[src/rtl/rcws_pkg.sv]
// Package with shared types, constants and the divider step for the wheel speed core.
`default_nettype none
package rcws_pkg;

    localparam int unsigned RANGE_W   = 10;
    localparam int unsigned DIVISOR_W = 8;
    localparam int unsigned TIMEOUT_W = 16;
    localparam int unsigned CMD_W     = 8;
    localparam int unsigned TIME_W    = 32;
    localparam int unsigned SPEED_W   = 12;
    localparam int unsigned LEVEL_W   = 4;
    localparam int unsigned DIVIDEND_W = 14;
    localparam int unsigned PADDR_W   = 4;
    localparam int unsigned PDATA_W   = 32;

    localparam logic [RANGE_W-1:0]   SPEED_RANGE_RST = 10'd255;
    localparam logic [DIVISOR_W-1:0] TURN_DIV_RST    = 8'd2;
    localparam logic [TIMEOUT_W-1:0] TIMEOUT_RST     = 16'd1000;

    localparam logic [DIVISOR_W-1:0] LEVEL_DIV  = 8'd12;
    localparam logic [LEVEL_W-1:0]   LEVEL_MAX  = 4'd10;
    localparam logic [RANGE_W-1:0]   FWD_MAX    = 10'd937;

    localparam logic [2:0] TURN_PAIRS = 3'd5;
    localparam logic [2:0] FWD_PAIRS  = 3'd7;

    localparam logic [1:0] REG_SPEED_RANGE = 2'd0;
    localparam logic [1:0] REG_TURN_DIV    = 2'd1;
    localparam logic [1:0] REG_TIMEOUT     = 2'd2;

    localparam logic [CMD_W-1:0] CH_NONE  = 8'h00;
    localparam logic [CMD_W-1:0] CH_STOP  = 8'h53;
    localparam logic [CMD_W-1:0] CH_LVMAX = 8'h71;
    localparam logic [CMD_W-1:0] CH_FWD   = 8'h46;
    localparam logic [CMD_W-1:0] CH_BACK  = 8'h42;
    localparam logic [CMD_W-1:0] CH_RIGHT = 8'h52;
    localparam logic [CMD_W-1:0] CH_LEFT  = 8'h4C;
    localparam logic [CMD_W-1:0] CH_FWD_L = 8'h49;
    localparam logic [CMD_W-1:0] CH_FWD_R = 8'h47;
    localparam logic [CMD_W-1:0] CH_BK_L  = 8'h4A;
    localparam logic [CMD_W-1:0] CH_BK_R  = 8'h48;
    localparam logic [CMD_W-1:0] CH_TRI_ON  = 8'h58;
    localparam logic [CMD_W-1:0] CH_TRI_OFF = 8'h78;
    localparam logic [CMD_W-1:0] CH_DIGIT0  = 8'h30;
    localparam logic [CMD_W-1:0] CH_DIGIT9  = 8'h39;

    typedef enum logic [4:0] {
        S_IDLE     = 5'b00001,
        S_DIV_TURN = 5'b00010,
        S_APPLY    = 5'b00100,
        S_DIV_FWD  = 5'b01000,
        S_OUT      = 5'b10000
    } state_t;

    typedef struct packed {
        logic [DIVISOR_W-1:0] rem;
        logic                 qbit;
    } div_step_t;

    // One restoring division step: shift in a dividend bit and try to subtract.
    function automatic div_step_t div_step(input logic [DIVISOR_W-1:0] rem,
                                           input logic                 in_bit,
                                           input logic [DIVISOR_W-1:0] divisor);
        logic [DIVISOR_W:0] shifted;
        logic [DIVISOR_W:0] diff;
        div_step_t          res;
        shifted = {rem, in_bit};
        diff    = shifted - {1'b0, divisor};
        if (shifted >= {1'b0, divisor}) begin
            res.rem  = diff[DIVISOR_W-1:0];
            res.qbit = 1'b1;
        end
        else begin
            res.rem  = shifted[DIVISOR_W-1:0];
            res.qbit = 1'b0;
        end
        return res;
    endfunction

endpackage
`default_nettype wire

[src/rtl/rc_command_to_wheel_speed_core.sv]
// Top level of the remote-control command to wheel speed decoder.
// Each transaction takes a command byte and a millisecond time and yields one result
// transaction with both wheel speeds and the triangle flag. The block works on one
// transaction at a time: in_stall stays high from acceptance until the result has been
// taken. A command byte passes through the turn division, a decode state, the forward
// speed division and a result state that holds while out_stall is high, then returns to
// idle; a zero byte skips the forward speed division. The single shared restoring divider
// retires two quotient bits per cycle and serves both the turn speed and the forward speed
// divisions.
`default_nettype none
module rc_command_to_wheel_speed_core (
    input  wire logic                                  clk,
    input  wire logic                                  rst_n,
    input  wire logic                                  in_valid,
    output logic                                       in_stall,
    input  wire logic [rcws_pkg::CMD_W-1:0]            cmd_byte,
    input  wire logic [rcws_pkg::TIME_W-1:0]           now_ms,
    output logic                                       out_valid,
    input  wire logic                                  out_stall,
    output logic signed [rcws_pkg::SPEED_W-1:0]        right_speed,
    output logic signed [rcws_pkg::SPEED_W-1:0]        left_speed,
    output logic                                       triangle_mode,
    input  wire logic                                  psel,
    input  wire logic                                  penable,
    input  wire logic                                  pwrite,
    input  wire logic [rcws_pkg::PADDR_W-1:0]          paddr,
    input  wire logic [rcws_pkg::PDATA_W-1:0]          pwdata,
    output logic [rcws_pkg::PDATA_W-1:0]               prdata,
    output logic                                       pready
);
    import rcws_pkg::*;

    state_t                state_reg, state_next;
    logic [2:0]            cnt_reg, cnt_next;
    logic [DIVISOR_W-1:0]  rem_reg, rem_next;
    logic [DIVIDEND_W-1:0] q_reg, q_next;
    logic [DIVISOR_W-1:0]  d_reg, d_next;
    logic [CMD_W-1:0]      cmd_reg, cmd_next;
    logic [TIME_W-1:0]     now_reg, now_next;
    logic [LEVEL_W-1:0]    level_reg, level_next;
    logic                  tri_reg, tri_next;
    logic signed [SPEED_W-1:0] right_reg, right_next;
    logic signed [SPEED_W-1:0] left_reg, left_next;
    logic [RANGE_W-1:0]    fwd_reg, fwd_next;
    logic [TIME_W-1:0]     last_rx_reg, last_rx_next;
    logic [RANGE_W-1:0]    range_reg;
    logic [DIVISOR_W-1:0]  tdiv_reg;
    logic [TIMEOUT_W-1:0]  timeout_reg;

    div_step_t             step_a, step_b;
    logic [DIVIDEND_W-1:0] q_step;
    logic signed [SPEED_W-1:0] f_s, t_s;
    logic [TIME_W-1:0]     elapsed;
    logic [DIVIDEND_W-1:0] product;
    logic                  cfg_write;

    assign pready    = 1'b1;
    assign cfg_write = psel && penable && pwrite;

    assign in_stall      = (state_reg != S_IDLE);
    assign out_valid     = (state_reg == S_OUT);
    assign right_speed   = right_reg;
    assign left_speed    = left_reg;
    assign triangle_mode = tri_reg;

    always_comb
    begin
        case (paddr[3:2])
            REG_SPEED_RANGE: prdata = {{(PDATA_W-RANGE_W){1'b0}}, range_reg};
            REG_TURN_DIV:    prdata = {{(PDATA_W-DIVISOR_W){1'b0}}, tdiv_reg};
            REG_TIMEOUT:     prdata = {{(PDATA_W-TIMEOUT_W){1'b0}}, timeout_reg};
            default:         prdata = '0;
        endcase
    end

    always_comb
    begin
        step_a  = div_step(rem_reg, q_reg[DIVIDEND_W-1], d_reg);
        step_b  = div_step(step_a.rem, q_reg[DIVIDEND_W-2], d_reg);
        q_step  = {q_reg[DIVIDEND_W-3:0], step_a.qbit, step_b.qbit};
        f_s     = signed'({2'b00, fwd_reg});
        t_s     = signed'({2'b00, q_reg[RANGE_W-1:0]});
        elapsed = now_reg - last_rx_reg;
    end

    always_comb
    begin
        state_next   = state_reg;
        cnt_next     = cnt_reg;
        rem_next     = rem_reg;
        q_next       = q_reg;
        d_next       = d_reg;
        cmd_next     = cmd_reg;
        now_next     = now_reg;
        level_next   = level_reg;
        tri_next     = tri_reg;
        right_next   = right_reg;
        left_next    = left_reg;
        fwd_next     = fwd_reg;
        last_rx_next = last_rx_reg;
        product      = '0;

        case (state_reg)
            S_IDLE:
            begin
                if (in_valid)
                begin
                    cmd_next   = cmd_byte;
                    now_next   = now_ms;
                    rem_next   = '0;
                    q_next     = {fwd_reg, {(DIVIDEND_W-RANGE_W){1'b0}}};
                    d_next     = (tdiv_reg == '0) ? {{(DIVISOR_W-1){1'b0}}, 1'b1} : tdiv_reg;
                    cnt_next   = TURN_PAIRS;
                    state_next = S_DIV_TURN;
                end
            end
            S_DIV_TURN:
            begin
                rem_next = step_b.rem;
                q_next   = q_step;
                cnt_next = cnt_reg - 3'd1;
                if (cnt_reg == 3'd1)
                begin
                    state_next = S_APPLY;
                end
            end
            S_APPLY:
            begin
                if (cmd_reg == CH_NONE)
                begin
                    if (elapsed > {{(TIME_W-TIMEOUT_W){1'b0}}, timeout_reg})
                    begin
                        right_next = '0;
                        left_next  = '0;
                        fwd_next   = '0;
                    end
                    state_next = S_OUT;
                end
                else
                begin
                    last_rx_next = now_reg;
                    case (cmd_reg)
                        CH_STOP:
                        begin
                            right_next = '0;
                            left_next  = '0;
                        end
                        CH_LVMAX: level_next = LEVEL_MAX;
                        CH_FWD:
                        begin
                            right_next = f_s;
                            left_next  = f_s;
                        end
                        CH_BACK:
                        begin
                            right_next = -f_s;
                            left_next  = -f_s;
                        end
                        CH_RIGHT:
                        begin
                            right_next = -t_s;
                            left_next  = t_s;
                        end
                        CH_LEFT:
                        begin
                            right_next = t_s;
                            left_next  = -t_s;
                        end
                        CH_FWD_L:
                        begin
                            right_next = f_s - t_s;
                            left_next  = f_s + t_s;
                        end
                        CH_FWD_R:
                        begin
                            right_next = f_s + t_s;
                            left_next  = f_s - t_s;
                        end
                        CH_BK_L:
                        begin
                            right_next = t_s - f_s;
                            left_next  = -f_s - t_s;
                        end
                        CH_BK_R:
                        begin
                            right_next = -f_s - t_s;
                            left_next  = t_s - f_s;
                        end
                        CH_TRI_ON:  tri_next = 1'b1;
                        CH_TRI_OFF: tri_next = 1'b0;
                        default:
                        begin
                            if (cmd_reg >= CH_DIGIT0 && cmd_reg <= CH_DIGIT9)
                            begin
                                level_next = LEVEL_W'(cmd_reg - CH_DIGIT0);
                            end
                        end
                    endcase
                    product    = DIVIDEND_W'(range_reg * (level_next + 4'd1));
                    rem_next   = '0;
                    q_next     = product;
                    d_next     = LEVEL_DIV;
                    cnt_next   = FWD_PAIRS;
                    state_next = S_DIV_FWD;
                end
            end
            S_DIV_FWD:
            begin
                rem_next = step_b.rem;
                q_next   = q_step;
                cnt_next = cnt_reg - 3'd1;
                if (cnt_reg == 3'd1)
                begin
                    fwd_next   = q_step[RANGE_W-1:0];
                    state_next = S_OUT;
                end
            end
            S_OUT:
            begin
                if (!out_stall)
                begin
                    state_next = S_IDLE;
                end
            end
            default:
            begin
                state_next = S_IDLE;
            end
        endcase
    end

    always_ff @(posedge clk or negedge rst_n)
    begin
        if (!rst_n)
        begin
            state_reg   <= S_IDLE;
            cnt_reg     <= '0;
            rem_reg     <= '0;
            q_reg       <= '0;
            d_reg       <= '0;
            cmd_reg     <= '0;
            now_reg     <= '0;
            level_reg   <= '0;
            tri_reg     <= 1'b0;
            right_reg   <= '0;
            left_reg    <= '0;
            fwd_reg     <= '0;
            last_rx_reg <= '0;
            range_reg   <= SPEED_RANGE_RST;
            tdiv_reg    <= TURN_DIV_RST;
            timeout_reg <= TIMEOUT_RST;
        end
        else
        begin
            state_reg   <= state_next;
            cnt_reg     <= cnt_next;
            rem_reg     <= rem_next;
            q_reg       <= q_next;
            d_reg       <= d_next;
            cmd_reg     <= cmd_next;
            now_reg     <= now_next;
            level_reg   <= level_next;
            tri_reg     <= tri_next;
            right_reg   <= right_next;
            left_reg    <= left_next;
            fwd_reg     <= fwd_next;
            last_rx_reg <= last_rx_next;
            if (cfg_write)
            begin
                case (paddr[3:2])
                    REG_SPEED_RANGE: range_reg   <= pwdata[RANGE_W-1:0];
                    REG_TURN_DIV:    tdiv_reg    <= pwdata[DIVISOR_W-1:0];
                    REG_TIMEOUT:     timeout_reg <= pwdata[TIMEOUT_W-1:0];
                    default:         range_reg   <= range_reg;
                endcase
            end
        end
    end

    a_accept_starts_div: assert property (@(posedge clk) disable iff (!rst_n)
        (in_valid && !in_stall) |=> (state_reg == S_DIV_TURN))
        else $error("Accepted transaction did not start the turn division.");

    a_fwd_in_range: assert property (@(posedge clk) disable iff (!rst_n)
        fwd_reg <= FWD_MAX)
        else $error("Forward speed exceeds its maximum.");

    a_divisor_nonzero: assert property (@(posedge clk) disable iff (!rst_n)
        (state_reg == S_DIV_TURN || state_reg == S_DIV_FWD) |-> (d_reg != '0))
        else $error("Divider running with a zero divisor.");

    a_rem_below_divisor: assert property (@(posedge clk) disable iff (!rst_n)
        (state_reg == S_DIV_TURN || state_reg == S_DIV_FWD) |-> (rem_reg < d_reg))
        else $error("Divider remainder not below the divisor.");

    a_result_holds: assert property (@(posedge clk) disable iff (!rst_n)
        (out_valid && out_stall) |=> (out_valid && $stable(right_reg) && $stable(left_reg)))
        else $error("Stalled result changed.");

endmodule
`default_nettype wire

[config.mk]
export PLATFORM = sky130hd
export DESIGN_NAME = rc_command_to_wheel_speed_core
export DESIGN_NICKNAME = d
export VERILOG_FILES = /design/src/rtl/rcws_pkg.sv /design/src/rtl/rc_command_to_wheel_speed_core.sv
export SDC_FILE = /design/constraint.sdc
export NUM_CORES = 1
export LEC_CHECK = 0
export BUFFER_PORTS_ARGS = -buffer_cell sky130_fd_sc_hd__clkbuf_2
export CAP_MARGIN = 20
export CORE_ASPECT_RATIO = 1.1
export CORE_MARGIN = 2
export CORE_UTILIZATION = 50
export DETAILED_ROUTE_END_ITERATION = 8
export PLACE_DENSITY = 0.74
export RECOVER_POWER = 25
export REMOVE_ABC_BUFFERS = 1
export SETUP_SLACK_MARGIN = 0.1
export SLEW_MARGIN = 20
export SYNTH_ARGS = -nofsm -noshare
export SYNTH_HDL_FRONTEND = slang
export SYNTH_SLANG_ARGS = --single-unit
[constraint.sdc]
create_clock -name clk -period 8.1 [get_ports clk]
set_clock_uncertainty 0.05 [all_clocks]
set_input_delay 1.215 -clock clk [delete_from_list [all_inputs] [get_ports clk]]
set_output_delay 1.215 -clock clk [all_outputs]
set_load 0.01 [all_outputs]
==> summary.txt, run 1 <==
Outcome
  • Run status: complete, but fails checks
  • Failing checks: max-capacitance violations, max-slew violations

Die
  • Die height: 188 um
  • Ports: 143
  • Starting Density: 50.5%
  • Die width: 171 um
  • Core area: 0.0303 mm2
  • Row count: 67
  • Die area: 0.0321 mm2

Placement
  • # placed instances: 2227
  • RD Place Congestion: 0.979
  • DP HPWL: 30100 um
  • IO buf count: 107

Setup path
  • Most frequent CP cell: o21ai_0
  • CP Data Arrival Time: 6.76 ns
  • Worst EP required: 8.40 ns
  • CP bufs+invs: 3
  • Slowest CP cell: dfrtp_1
  • Crit-path max FO: 15
  • Cell family with most CP delay: adder cells
  • CP peak stage delay: 0.70 ns
  • Startpoint types: register
  • Kind of critical path: register to register
  • Critical Path Sink Type: register

Cells and area
  • Area growth, synth to finish: 8.97%
  • Antenna Cells: 0
  • NumNets Final: 2075
  • Layout Cells excl Fill: 2260
  • Layout cells sized above 1: 14.0%

Routing
  • Via count: 13300
  • # DRC: 0
  • First DRT Iteration DRCs: 940
  • Total Wirelength: 40000 um
  • DRT Pass-1 Iters: 7
  • Avg WL per Cell: 17.7 um
  • ANT nets after route: 0
  • DR vias/cell: 5.88

Clock tree
  • Hold_buf cts: 0
  • Sink Count: 183
  • CTS Root Cell: clkbuf_16
  • Clk_lat worst skew: 0.44 ns
  • Post-CTS resize count: 0
  • CTS tree: yes
  • CTS Buffer Depth: 2
  • Number of H-tree levels: 4
  • Number of CTS-inserted buffers: 17
  • # Post-CTS Setup Buffers: 0
  • Clock slew at reported path FFs: 0.07 ns

Yosys
  • Top FF cell, synth: dfrtp_1
  • Post-Synth Adder-Cell Area: 14.5%
  • Synth warnings: 0
  • Gate Count Post-Synth: 1777
  • Seq cells post-synth: 183
  • Seq/Total Area, Yosys: 30.0%
  • Ys async rst share: 100%
  • EDFF count, synth: 0
  • Largest family of logic cells by synthesized area: compound AO/OA/AOI/OAI gates
  • Complex-gate fraction of the synthesized area: 22.1%
  • Yosys cell types: 88
  • Simple-gate area share of the yosys netlist: 15.7%
  • Post-synthesis mux area share: 6.46%
  • Mean post-synth cell area: 8.62 um2
  • Synth Cell Area: 0.0153 mm2
  • XOR/XNOR share of the synthesized area: 4.74%

STA
  • FMAX: 155 MHz
  • Setup TNS: 0 ns
  • Rel. slew slack: -267%
  • Setup violators final: 0
  • Final Cycle Share: 79.7%
  • Max Slew Vio Count: 120
  • Min Clock Period, post-route: 6.46 ns
  • RSZ-0062 raised after global routing: no
  • Fin. Hold Viols: 0
  • Worst-Margin Slew: 5.50 ns

Global routing
  • Initial antenna violation count: 0
  • Overall global routing resource usage: 25.4%
  • First-pass GRT wire length: 66000 um
  • Overflow after GRT: 0
  • Vias in the first global route: 13200
  • Largest net degree at the start of global routing: 120

Run
  • Max-cap violations: 1

Hold path
  • Worst hold-check path type: register to register
-- placed cells by master (no fill, tap or decap), drive strengths merged, types with 58 or more instances in the layout --
cell type	n
nor2	90
mux2	71
xnor2	58
clkbuf	125
inv	149
nand2	175
a21oi	120
o21ai	162
dfrtp	167
ha	129
-- cell type report --
type,count,area [um2]
fill,2831,13700
clock buffer,19,443
inverter,145,544
clock inverter,13,144
tap,414,518
multi-input combinational,1368,9820
sequential,183,4600
timing repair buffer,118,623
-- synth_stat cells (33+ instances only) --
cell	number	area share, %
o21ai_0	159	5.2
mux2_2	65	4.8
xnor2_1	58	3.3
clkbuf_1	64	1.6
a21oi_1	119	3.9
a21o_1	33	1.6
nand2_1	175	4.3
nor2_1	90	2.2
dfrtp_1	167	27
ha_1	129	11
inv_1	144	3.5
and2_1	40	1.6
nand3_1	51	1.7
-- worst register-to-register path, cell delays in order (launching register included) --
cell and delay, ns:
dfrtp_1 0.70, o21ai_0 0.16, and2_1 0.23, a41oi_1 0.33, a22oi_1 0.13, buf_4 0.21, inv_1 0.07, ha_1 0.17
nand2_1 0.06, nor2_1 0.47, nand2_1 0.16, fa_1 0.52, fa_1 0.52, fa_1 0.54, inv_1 0.04, ha_1 0.32
nor2b_1 0.14, o21ai_0 0.22, a21boi_0 0.16, o21ai_0 0.22, a21boi_0 0.17, o21a_1 0.20, nor2_1 0.15, o21ai_0 0.15
nand3b_1 0.12, nor3b_1 0.19
-- metal layers --
metal	up-vias	GRT usage [%]	share of wire, %
met1	6407	32.0	43
met2	379	43.7	49
met3	113	3.12	4.0
met5	-	0	0
li1	6391	-	-
met4	0	10.8	4.0
-- cell families after synthesis --
| logic type | Yosys count |
|---|---|
| other | 2 |
| flip-flops | 183 |
| multiplexers | 90 |
| XOR/XNOR | 83 |
| AND/OR/NAND/NOR | 498 |
| AO/OA/AOI/OAI | 521 |
| buffers and inverters | 241 |
| adder cells (fa/ha/maj) | 159 |
-- stage by stage --
stage / instance area, um2 / setup slack (ns) / hold WS (ns) / utilization [%]
floorplan: 14900 / 2.25 / 0.401 / -
global placement: 16100 / 1.87 / 0.412 / 53.0
detailed placement: 16100 / 1.70 / 0.425 / 53.0
CTS: 16700 / 1.68 / 0.444 / 55.0
global route: 16700 / 0.577 / 0.456 / 55.0
finish: 16700 / 1.64 / 0.440 / 55.0
-- final timing paths --
kind / startpoint / to / slack, ns / depth (start not counted)
max: cmd_reg[2]$_DFFE_PN0P_ / q_reg[12]$_DFFE_PN0P_ / 1.64 / 25
min: level_reg[2]$_DFFE_PN0P_ / level_reg[2]$_DFFE_PN0P_ / 0.44 / 2
max reg2reg: cmd_reg[2]$_DFFE_PN0P_ / q_reg[12]$_DFFE_PN0P_ / 1.64 / 25
max in group asynchronous: rst_n / now_reg[25]$_DFFE_PN0P_ / 1.90 / 1
min reg2reg: level_reg[2]$_DFFE_PN0P_ / level_reg[2]$_DFFE_PN0P_ / 0.44 / 2
min in group asynchronous: rst_n / d_reg[4]$_DFFE_PN0P_ / 2.98 / 1
Power of run 1 is left out: the tool's default activity adds up to more than one toggle a clock period on the data nets, which glitch-free logic cannot reach.
==> run 2, diff against run 1 <==
- PLACE_DENSITY: 0.74 -> 0.77
- clock period: 8.1 -> 5.8 ns (I/O delays scaled with it)
==> run 2 against run 1 <==
  * The flow finishes with violations (design-rule violations, max-capacitance violations, max-slew violations)
  * Design area grew 2.3%
  * Flip-flop and latch count stayed put
  * Worst setup slack got worse by 1.3 ns
  * Critical path depth decreased by 1
  * Via count grew 1.7%
  * First-iteration DRC count is 2.4% lower
  * Global-route usage grew 0.75 points
  * Cell count up 1.5%
  * Fmax increased by 18%
  * Critical endpoint is now q_reg[13]$_DFFE_PN0P_
  * Largest cell class unchanged
==> summary.txt, run 2 (synthesized netlist as in run 1, its figures left out) <==
Clock tree
  • Clock slew at reported path FFs: 0.08 ns (about the same)
  • CTS Buffer Depth: 2 (unchanged)
  • Number of H-tree levels: 4 (unchanged)
  • CTS Root Cell: clkbuf_16
  • Sink Count: 183 (unchanged)
  • CTS tree: yes
  • Clk_lat worst skew: 0.45 ns (about the same)
  • Number of CTS-inserted buffers: 17 (unchanged)

STA
  • FMAX: 183 MHz (+18%)
  • RSZ-0062 raised after global routing: no
  • Setup violators final: 0 (unchanged)
  • Max Slew Vio Count: 74 (-38%)
  • Worst-Margin Slew: 4.09 ns (-1.41 ns)
  • Min Clock Period, post-route: 5.47 ns (-0.987 ns)
  • Fin. Hold Viols: 0 (unchanged)
  • Final Cycle Share: 94.3% (+15 points)
  • Rel. slew slack: -173% (+94 points)

Setup path
  • Startpoint types: register
  • Worst EP required: 6.09 ns (-2.31 ns)
  • Internal reg-to-reg setup slack: 0.33 ns (-1.31 ns)
  • CP bufs+invs: 5 (+2)
  • FF-to-FF Start: cmd_reg[6]$_DFFE_PN0P_
  • Crit-path max FO: 6 (-9)
  • CP Data Arrival Time: 5.76 ns (-1.00 ns)
  • Worst path cell trace: nor4bb_4, and2_4, a41oi_4, a22oi_2, ha_2, nand2_1, nor2_2, buf_4, buf_4, nand2_1, fa_1, inv_1, fa_1, inv_1, fa_1, inv_1, ha_1, and2_1, a22o_1, a311o_1, a21o_1, a21oi_2, xnor2_1, o21ai_1
  • Critical Path Sink Type: register
  • Kind of critical path: register to register
  • CP peak stage delay: 0.55 ns (-0.15 ns)
  • Reg2reg end: q_reg[13]$_DFFE_PN0P_
  • Slowest CP cell: fa_1
  • Worst R2R Path Depth: 24 (-4.0%)
  • Cell family with most CP delay: adder cells

Routing
  • DRT Pass-1 Iters: 9 (+2)
  • ANT nets after route: 0 (unchanged)
  • Avg WL per Cell: 17.9 um (+1.2%)
  • # DRC: 1 (+1)
  • Total Wirelength: 41100 um (+2.7%)
  • Via count: 13500 (+1.7%)
  • First DRT Iteration DRCs: 917 (-2.4%)
  • DR vias/cell: 5.89 (+0.19%)

Placement
  • DP HPWL: 31200 um (+3.4%)
  • RD Place Congestion: 0.982 (+0.37%)
  • # placed instances: 2252 (+1.1%)
  • IO buf count: 107 (unchanged)

Cells and area
  • Area growth, synth to finish: 11.4%
  • Layout cells sized above 1: 16.1% (+2.1 points)
  • Layout Cells excl Fill: 2293 (+1.5%)
  • Commonest cells after routing, fill and taps aside: nand2_1, dfrtp_1, o21ai_0
  • Fill cells: 2766 (-2.3%)
  • Most common cell after layout, fill and taps aside: nand2_1
  • NumNets Final: 2109 (+1.6%)
  • Antenna Cells: 0 (unchanged)

Die
  • Die width: 171 um (unchanged)
  • Core area: 0.0303 mm2 (unchanged)
  • Row count: 67 (unchanged)
  • Ports: 143 (unchanged)
  • Die height: 188 um (unchanged)
  • Die area: 0.0321 mm2 (unchanged)
  • Starting Density: 50.5% (unchanged)

Global routing
  • Largest net degree at the start of global routing: 74 (-38%)
  • Overflow after GRT: 0 (unchanged)
  • Initial antenna violation count: 0 (unchanged)
  • First-pass GRT wire length: 67500 um (+2.4%)
  • Vias in the first global route: 13500 (+2.6%)
  • Overall global routing resource usage: 26.1% (+0.75 points)

Run
  • Max-cap violations: 1 (unchanged)

Outcome
  • Failing checks: design-rule violations, max-capacitance violations, max-slew violations
  • Run status: complete, but fails checks

Hold path
  • Hold Path End: left_speed[0]$_DFFE_PN0P_
  • Worst Hold Depth: 1 (-1)
  • Worst hold-check path type: register to register
  • Hold_sp: left_speed[0]$_DFFE_PN0P_
[run 2: cell count changes in the layout (fill, tap and decap cells not counted), sizes merged]
cell and delta:
bufinv +1, clkdlybuf4s25 -1, clkbuf +2, clkinv -3
inv +3, buf +31
[run 2: what timing repair did]
item,in CTS,in global routing
hold buffers,0,0
pin swaps,1,13
setup endpoints to repair,4,25
gates resized for setup,6,19
setup buffers,1,8
[run 2: routing by layer]
layer | track usage [%] | vias up | wire length [um]
li1 | - | 6454 | -
met4 | 10.7 | 0 | 1430
met2 | 45.4 | 401 | 20600
met3 | 4.24 | 104 | 1680
met1 | 32.1 | 6551 | 17400
met5 | 0 | - | 0
[run 2: how the worst max path moves through the flow]
stage	start	end	slack, ns	cells after the start
after global placement	cmd_reg[7]$_DFFE_PN0P_	q_reg[10]$_DFFE_PN0P_	0.11	23
after global routing	cmd_reg[6]$_DFFE_PN0P_	q_reg[13]$_DFFE_PN0P_	0.09	24
after floorplan	cmd_reg[5]$_DFFE_PN0P_	q_reg[13]$_DFFE_PN0P_	-0.05	22
after detailed placement	cmd_reg[4]$_DFFE_PN0P_	q_reg[10]$_DFFE_PN0P_	-0.1	23
after CTS	cmd_reg[7]$_DFFE_PN0P_	q_reg[13]$_DFFE_PN0P_	0.09	23
final	cmd_reg[6]$_DFFE_PN0P_	q_reg[13]$_DFFE_PN0P_	0.33	24
[run 2: area by class of cell]
type | instances | area [um2] | area share, %
well taps | 414 | 518 | 3.03
clock buffers | 17 | 425 | 2.49
flip-flops and latches | 183 | 4600 | 26.9
repair buffers | 152 | 892 | 5.23
inverters | 145 | 544 | 3.19
clock inverters | 14 | 188 | 1.10
multi-input cells | 1368 | 9900 | 58.0
[run 2: metrics by stage]
step	cell area, um2	utilization [%]	hold slack, ns	TNS, ns	setup slack, ns
global placement	16300	53.7	0.413	0	0.112
finish	17100	56.3	0.436	0	0.328
global route	17100	56.3	0.446	0	0.0910
floorplan	14900	-	0.401	-0.0470	-0.0470
detailed placement	16300	53.7	0.420	-0.226	-0.0990
CTS	17000	55.9	0.413	0	0.0948
Power of run 2 is left out for the same reason.
